`src/rtl/drrip_pkg.sv`:
```
package drrip_pkg;

  localparam int NUM_SETS = 2048;
  localparam int NUM_WAYS = 16;
  localparam int LEADERS  = 64;
  localparam int SET_W    = 11;
  localparam int WAY_W    = 4;
  localparam int ADDR_W   = 64;
  localparam int PSEL_W   = 10;
  localparam int CNT_W    = 2;
  localparam int LFSR_W   = 16;

  localparam logic [1:0]        RRPV_MAX  = 2'd3;
  localparam logic [1:0]        RRPV_NEAR = 2'd2;
  localparam logic [PSEL_W-1:0] PSEL_MID  = 10'd512;
  localparam logic [PSEL_W-1:0] PSEL_TOP  = 10'd1023;
  localparam logic [LFSR_W-1:0] LFSR_TAPS = 16'hB400;
  localparam logic [LFSR_W-1:0] LFSR_INIT = 16'd1;
  localparam logic [CNT_W-1:0]  CNT_TOP   = 2'd3;
  localparam logic [CNT_W-1:0]  THR_INIT  = 2'd2;

  // command codes
  localparam logic [1:0] CMD_VICTIM = 2'd0;
  localparam logic [1:0] CMD_UPDATE = 2'd1;
  localparam logic [1:0] CMD_BEAT   = 2'd2;

  typedef logic [NUM_WAYS-1:0][1:0] row_t;

  typedef struct packed {
    logic [ADDR_W-1:0] prev_addr;
    logic [ADDR_W-1:0] prev_stride;
    logic [CNT_W-1:0]  cnt;
  } set_rec_t;

  // ageing / search unit results
  typedef struct packed {
    logic             inv_any;
    logic [WAY_W-1:0] inv_way;
    logic             max_any;
    logic [WAY_W-1:0] max_way;
    row_t             aged;
  } age_res_t;

  typedef enum logic [3:0] {
    S_CLR, S_IDLE, S_LOOK, S_AGE, S_U1, S_U2, S_HB_RD, S_HB_WR, S_HB_LAST, S_DONE
  } state_t;

  // Galois LFSR, one shift right
  function automatic logic [LFSR_W-1:0] lfsr_step(input logic [LFSR_W-1:0] l);
    logic [LFSR_W-1:0] n;
    n = l >> 1;
    if (l[0]) n = n ^ LFSR_TAPS;
    return n;
  endfunction

endpackage

```
`src/rtl/drrip_age_unit.sv`:
```
// Shared row unit: first invalid way, first way at max RRPV, row aged by one
module drrip_age_unit (
  input  drrip_pkg::row_t               row,
  input  logic [drrip_pkg::NUM_WAYS-1:0] valid_mask,
  output drrip_pkg::age_res_t           res
);

  always_comb begin
    res = '0;
    for (int w = drrip_pkg::NUM_WAYS - 1; w >= 0; w--) begin
      if (!valid_mask[w]) begin
        res.inv_any = 1'b1;
        res.inv_way = drrip_pkg::WAY_W'(w);
      end
      if (row[w] == drrip_pkg::RRPV_MAX) begin
        res.max_any = 1'b1;
        res.max_way = drrip_pkg::WAY_W'(w);
      end
      res.aged[w] = row[w] + 2'd1;
    end
  end

endmodule

```
`config.mk`:
```
export PLATFORM = sky130hd
export DESIGN_NAME = drrip_age_unit
export DESIGN_NICKNAME = d
export VERILOG_FILES = /design/src/rtl/drrip_pkg.sv /design/src/rtl/drrip_age_unit.sv
export SDC_FILE = /design/constraint.sdc
export NUM_CORES = 1
export LEC_CHECK = 0
export BUFFER_PORTS_ARGS = -buffer_cell sky130_fd_sc_hd__buf_4
export CAP_MARGIN = 20
export CORE_MARGIN = 4
export CORE_UTILIZATION = 28
export DETAILED_ROUTE_END_ITERATION = 8
export PLACE_DENSITY = 0.8
export SYNTH_ARGS = -nofsm -noshare
export SYNTH_HDL_FRONTEND = slang
export SYNTH_SLANG_ARGS = --single-unit
```
`constraint.sdc`:
```
create_clock -name vclk -period 0.8
set_input_delay 0 -clock vclk [all_inputs]
set_output_delay 0 -clock vclk [all_outputs]
set_load 0.02 [all_outputs]
```
==> out/qor.txt, run 1 <==
Layout Nets: 262
Routed wire per std cell: 16.61 um
Register area share after synthesis: 0%
P&R area growth vs syn: 177.1%
Core Util, Final: 83.81%
Placed wire-length estimate: 2607 um
Failing checks: negative setup slack
Ranking of synthesized cells by area: ha_1, inv_1, nand2_1, nor2_1, o21ai_0
Grt ovf: 0
Filler instances: 123
DRT iter0 DRCs: 18
# rows: 16
Final hold violations: 0
Worst Hold Slack: 0.2579 ns
Fraction of layout cells with a size suffix above 1: 68.88%
Crit start category: primary input
Total number of vias: 1125
Cells after Synth: 97
Core footprint: 2002 sq um
Worst slew pin tran: 0.2640 ns
Largest net degree at the start of global routing: 6
Num sequential: 0
Most frequent cell after synthesis: inv_1
Detail Route Antenna Nets: 0
Commonest cells post-synth: inv_1, ha_1, nand2_1, nor2_1, o21ai_0
Crit path max fanout: 3
Post-route insts no fill: 223
CP arrival: 0.97 ns
Yosys top cell by area: ha_1
Leak Pwr: 0.8472 nW
Synth unique cells: 19
Crit path required time: 0.80 ns
Seq. cell area: 0 sq um
Max Clk Rate: 1027 MHz
Yosys Warn Count: 0
Total Routing Usage GR: 24.97%
Post-Route WL: 3704 um
Element type at the critical path end: output port
Setup-failing EPs final: 5
Worst min-delay path category: in2out
Vias in the first global route: 1275
First-pass GRT wire length: 5464 um
Fin crit share: 121.7%
Cell Pwr Density: 712.5 nW/um^2
CP Class: in2out
Maximum VDD drop: 578.0 uV
Unrepaired setup endpoints after global routing: yes
Initial core utilization: 30.25%
Final GP Congestion: 0.7426
Initial antenna violation count: 0
Top cell type's share of synthesized area: 33.06%
Placement Setup Slack: -0.2452 ns
Die W: 54.51 um
Io pins: 90
Mapped Avg Cell Area: 6.243 sq um
Post-synth net total: 161
Clock Buffer Count: 0
Post-route setup TNS: -0.7841 ns
DRC violations left: 0
Minimum clock period: 0.9733 ns
Detailed Routing Iterations Pass 1: 4
ANT cells: 0
Worst Setup Slack, final: -0.1733 ns
Cell area after synthesis: 605.6 sq um
Status: complete, but fails checks
Die H: 54.51 um
Max_slew headroom: 82.25%
Max Cap Viol: 0
Post-Place Cells: 221
Vias/cell: 5.045
Port Buffers: 90
Pins over their slew limit: 0
Die area: 2971 sq um
Area of the multi-input gates: 762.0 sq um
[power by group]
group          total (mW)  internal (mW)  switching (mW)
Clock                   0              0               0
Combinational        1.20          0.604           0.592
Sequential              0              0               0
[per-stage QoR]
step	area [sq um]	total power, mW
finish	1678	1.196
global route	1678	1.275
CTS	1627	1.130
detailed placement	1423	1.005
global placement	1423	0.9822
floorplan	660.6	0.5013
[placed cells by master, fill, tap and decap left out, types with 2 or more instances in the layout]
cell type   n
ha_2        4
buf_4      87
nand3_1     3
ha_4       11
and4_1      2
inv_1      22
o21ai_1     2
nand2_1     8
nand4_1     4
a21oi_2     2
nor2_1      5
buf_8       2
a21oi_1     2
nor3_2      2
o21ai_0     4
nand2_2     3
a31oi_2     2
buf_6      10
nor3_1      2
nor2_2      3
nor2_4      3
[cell type report]
type	instances	share of cell area, %
timing repair buffer	99	47.43
inverter	23	5.145
multi-input combinational	74	45.41
tap	27	2.013
[final timing paths]
kind	slack, ns	depth (start not counted)	endpoint	from
max	-0.17	6	res[33]	row[24]
min	0.26	3	res[10]	row[10]
[critical path: stages]
cell	delay, ns
buf_4	0.13
ha_4	0.16
o31ai_1	0.28
nand2_1	0.10
a31oi_2	0.13
buf_4	0.17
[layer usage]
| layer | vias up | track usage (%) | part of all wire [%] |
|---|---|---|---|
| met3 | 6 | 9.264 | 13 |
| met5 | - | 0 | 0 |
| li1 | 535 | - | - |
| met4 | 0 | 5.394 | 1.5 |
| met1 | 508 | 24.52 | 35 |
| met2 | 76 | 48.80 | 51 |
[timing repair]
item / CTS / global route
hold buffers: 0 / 0
buffers inserted: 2 / 0
cloned: 0 / 0
gates resized for setup: 43 / 13
endpoints found under the setup margin: 5 / 9
pin swaps: 20 / 8
[cells by family after synthesis]
kind of cell / after synthesis / synth area share (%)
buffers and inverters: 23 / 14.26
and+or+nand+nor: 38 / 33.06
adders and majority gates: 16 / 33.06
AOI/OAI and AO/OA: 20 / 19.63
No activity file was read; power rests on OpenSTA's default activity.
==> run 2, diff against run 1 <==
CAP_MARGIN = 15   (was 20)
PLACE_DENSITY = 0.92   (was 0.8)
==> out/qor.txt, run 2 (synthesized netlist as in run 1, its figures left out) <==
Status: complete, but fails checks
Failing checks: negative setup slack
DRT iter0 DRCs: 20
Element type at the critical path end: output port
Most frequent cells in the layout: buf_4, inv_1, buf_6, nand2_1, ha_4
Post-Place Cells: 221
Hold_sp: row[14]
Layout Nets: 264
Leak Pwr: 0.8533 nW
Worst min-delay path category: in2out
CP Class: in2out
P&R area growth vs syn: 174.4%
Post-route insts no fill: 225
ANT cells: 0
Cell-internal power: 0.6130 mW
Maximum VDD drop: 581.8 uV
Port Buffers: 90
Commonest non-fill, non-tap cell in the layout: buf_4
# rows: 16
Core Util, Final: 83.00%
Placed wire-length estimate: 2764 um
Pins over their slew limit: 0
Largest net degree at the start of global routing: 6
Max Clk Rate: 958.9 MHz
Fin area: 1662 sq um
Minimum clock period: 1.043 ns
Placement Setup Slack: -0.2841 ns
Setup-failing EPs final: 5
CP arrival: 1.04 ns
Detailed Routing Iterations Pass 1: 4
Unrepaired setup endpoints after global routing: yes
Grt ovf: 0
Io pins: 90
CTS Hold Bufs: 0
DRC violations left: 0
Crit path required time: 0.80 ns
Routed wire per std cell: 18.94 um
Max Cap Viol: 0
Fraction of layout cells with a size suffix above 1: 68.18%
Initial core utilization: 30.25%
P_sw: 0.6220 mW
Die H: 54.51 um
Final hold violations: 0
Worst slew pin tran: 0.2988 ns
Vias in the first global route: 1216
Cell mode on critical path: buf_4
Crit start category: primary input
DP Area: 1423 sq um
Cell Pwr Density: 743.3 nW/um^2
Total number of vias: 1198
Hold EP: res[14]
Core footprint: 2002 sq um
Detail Route Antenna Nets: 0
Max_slew headroom: 79.93%
Post-route setup TNS: -1.048 ns
Combinational group share of total power: 100.0%
Sw frac: 50.37%
Flop pwr share: 0%
Vias/cell: 5.324
CP cell instances: buf_4 > ha_4 > o31ai_4 > nand2_1 > a31oi_2 > buf_4
Clock Buffer Count: 0
Crit-path slowest cell: o31ai_4
Num sequential: 0
Initial antenna violation count: 0
Final GP Congestion: 0.7334
Crit path max fanout: 3
Die W: 54.51 um
Hold path depth: 3
Worst Setup Slack, final: -0.2429 ns
Clock power frac: 0%
Seq. cell area: 0 sq um
CP max stage delay: 0.25 ns
Fin crit share: 130.4%
First-pass GRT wire length: 5658 um
Post-Route WL: 4262 um
Total Routing Usage GR: 26.54%
Die area: 2971 sq um
run 2: changes by cell type in the layout (fill, tap and decap cells not counted), moves of 2 or more:
cell and change:
buf_6 +2, ha_4 -3, buf_8 -2, ha_1 +2
nor3_2 -2
run 2: worst max path at each step:
stage               to  cells after the start  slack, ns    start
2_1_floorplan  res[36]                      5      -0.08  row[22]
3_3_place_gp   res[33]                      6      -0.25  row[26]
3_5_place_dp   res[35]                      8      -0.28  row[16]
4_1_cts        res[35]                      5      -0.19  row[14]
5_1_grt        res[35]                      5      -0.26  row[10]
6_report       res[33]                      6      -0.24  row[24]
run 2: critical path, delay by kind of cell:
kind / cells / cell delay, ns
AOI/OAI and AO/OA: 2 / 0.44
and+or+nand+nor: 1 / 0.11
adders and majority gates: 1 / 0.17
buffers and inverters: 2 / 0.31
run 2: final cells by class:
type	count	area (sq um)
multi-input cells	74	725.7
repair buffers	101	815.8
fillers	111	340.3
inverters	23	86.33
well taps	27	33.78
run 2: stage by stage:
stage               hold slack (ns)  total power [mW]
global placement             0.2541            0.9744
finish                       0.2544             1.235
detailed placement           0.2600             1.003
floorplan                   0.07664            0.5013
CTS                          0.2574             1.115
global route                 0.2653             1.298
run 2: layer usage:
metal  vias up  routed length (um)  global-route usage, %  part of all wire [%]
li1        539                   -                      -                     -
met1       553                1503                  30.61                    35
met2        94                2066                  47.41                    48
met3        12                 567                  8.992                    13
met4         0                 124                  4.564                   2.9
met5         -                   0                      0                     0
run 2: what timing repair did:
item / in CTS / in global routing
pin swaps: 14 / 12
gates resized for setup: 33 / 16
endpoints found under the hold margin: 0 / 0
buffers inserted: 4 / 0
endpoints found under the setup margin: 5 / 8
run 2: power by group through the flow:
stage	clock, mW	sequential (mW)	combinational [mW]
global route	0	0	1.30
floorplan	0	0	0.501
finish	0	0	1.24
detailed placement	0	0	1.00
CTS	0	0	1.11
global placement	0	0	0.974
==> run 3, diff against run 2 <==
PLACE_DENSITY = default   (was 0.92)
PLACE_DENSITY_LB_ADDON = 0.25   (was default)
==> out/qor.txt, run 3 (synthesized netlist as in run 1, its figures left out) <==
Max Cap Viol: 0
Combinational group share of total power: 100.0%
Cell Pwr Density: 717.7 nW/um^2
Pins over their slew limit: 0
Cell-internal power: 0.6367 mW
Final hold violations: 0
DRT iter0 DRCs: 14
Worst Setup Slack, final: -0.2284 ns
Io pins: 90
Setup-failing EPs final: 5
First-pass GRT wire length: 5326 um
Wl on met1: 1249 um
Crit path required time: 0.80 ns
Largest net degree at the start of global routing: 6
Max_slew headroom: 80.09%
Initial core utilization: 30.25%
Total Routing Usage GR: 24.41%
Vias in the first global route: 1202
Layout Nets: 266
Die W: 54.51 um
Flop pwr share: 0%
Post-Place Cells: 226
Detail Route Antenna Nets: 0
Status: complete, but fails checks
Clock power frac: 0%
Port Buffers: 90
Num sequential: 0
Metal3 WL: 281 um
Element type at the critical path end: output port
Total number of vias: 1193
Core footprint: 2002 sq um
# rows: 16
Die area: 2971 sq um
Fraction of layout cells with a size suffix above 1: 67.50%
Sw frac: 48.77%
Most frequent cells in the layout: buf_4, inv_1, buf_6, ha_4, nand2_1
Leak Pwr: 0.8707 nW
Worst min-delay path category: in2out
Clock Buffer Count: 0
CP Class: in2out
Initial antenna violation count: 0
Maximum VDD drop: 594.6 uV
Worst slew pin tran: 0.2963 ns
Grt ovf: 0
Placed wire-length estimate: 2424 um
Unrepaired setup endpoints after global routing: yes
Post-Route WL: 3825 um
P_sw: 0.6062 mW
Crit start category: primary input
Crit path max fanout: 3
Routed wl met2: 2110 um
Vias/cell: 5.256
Max Clk Rate: 972.3 MHz
Fin crit share: 128.6%
ANT cells: 0
Routed wire per std cell: 16.85 um
Top Metal Used: met4
Die H: 54.51 um
Hold_sp: row[10]
Detailed Routing Iterations Pass 1: 4
Minimum clock period: 1.028 ns
Post-route insts no fill: 227
Failing checks: negative setup slack
Placement Setup Slack: -0.2474 ns
Seq. cell area: 0 sq um
Commonest non-fill, non-tap cell in the layout: buf_4
CP arrival: 1.03 ns
DRC violations left: 0
Total power: 1.243 mW
P&R area growth vs syn: 186.0%
Final GP Congestion: 0.6982
Worst setup startpoint: row[0]
run 3: worst paths after layout:
path,cells past startpoint,end
max,6,res[32]
min,3,res[10]
run 3: layout make-up:
cell class | count | area [sq um]
Inverter | 23 | 86.33
Tap cell | 27 | 33.78
Timing Repair Buffer | 103 | 840.8
Multi-Input combinational cell | 74 | 770.7
Fill cell | 109 | 270.3
run 3: layer usage:
layer	global-route usage (%)	vias up
met5	0	-
met4	10.79	0
met3	3.815	15
met2	50.00	70
met1	23.08	560
li1	-	548
run 3: worst max-delay path, cell delays in order:
cell,delay (ns)
buf_4,0.13
ha_4,0.17
nor3_1,0.28
o21ai_1,0.16
o22ai_2,0.15
buf_6,0.14
run 3: power groups by stage:
stage,Sequential [mW],Combinational (mW),Clock [mW]
floorplan,0,0.501,0
global placement,0,0.992,0
detailed placement,0,1.02,0
CTS,0,1.15,0
global route,0,1.32,0
finish,0,1.24,0
run 3: stage by stage:
stage | setup TNS [ns] | util (%) | cell area (sq um) | hold slack, ns
after global routing | -1.051 | 86.50 | 1732 | 0.2597
after CTS | -0.5892 | 84.13 | 1684 | 0.2495
final | -0.9217 | 86.50 | 1732 | 0.2516
after global placement | -0.9881 | 72.94 | 1460 | 0.2546
after floorplan | -0.1085 | - | 660.6 | 0.07664
after detailed placement | -1.060 | 72.94 | 1460 | 0.2570
run 3: what timing repair did:
item / CTS / global route
hold endpoints to repair: 0 / 0
pin swaps: 21 / 8
setup endpoints to repair: 5 / 8
setup buffers: 1 / 0
resized for setup: 47 / 12
hold buffers: 0 / 0
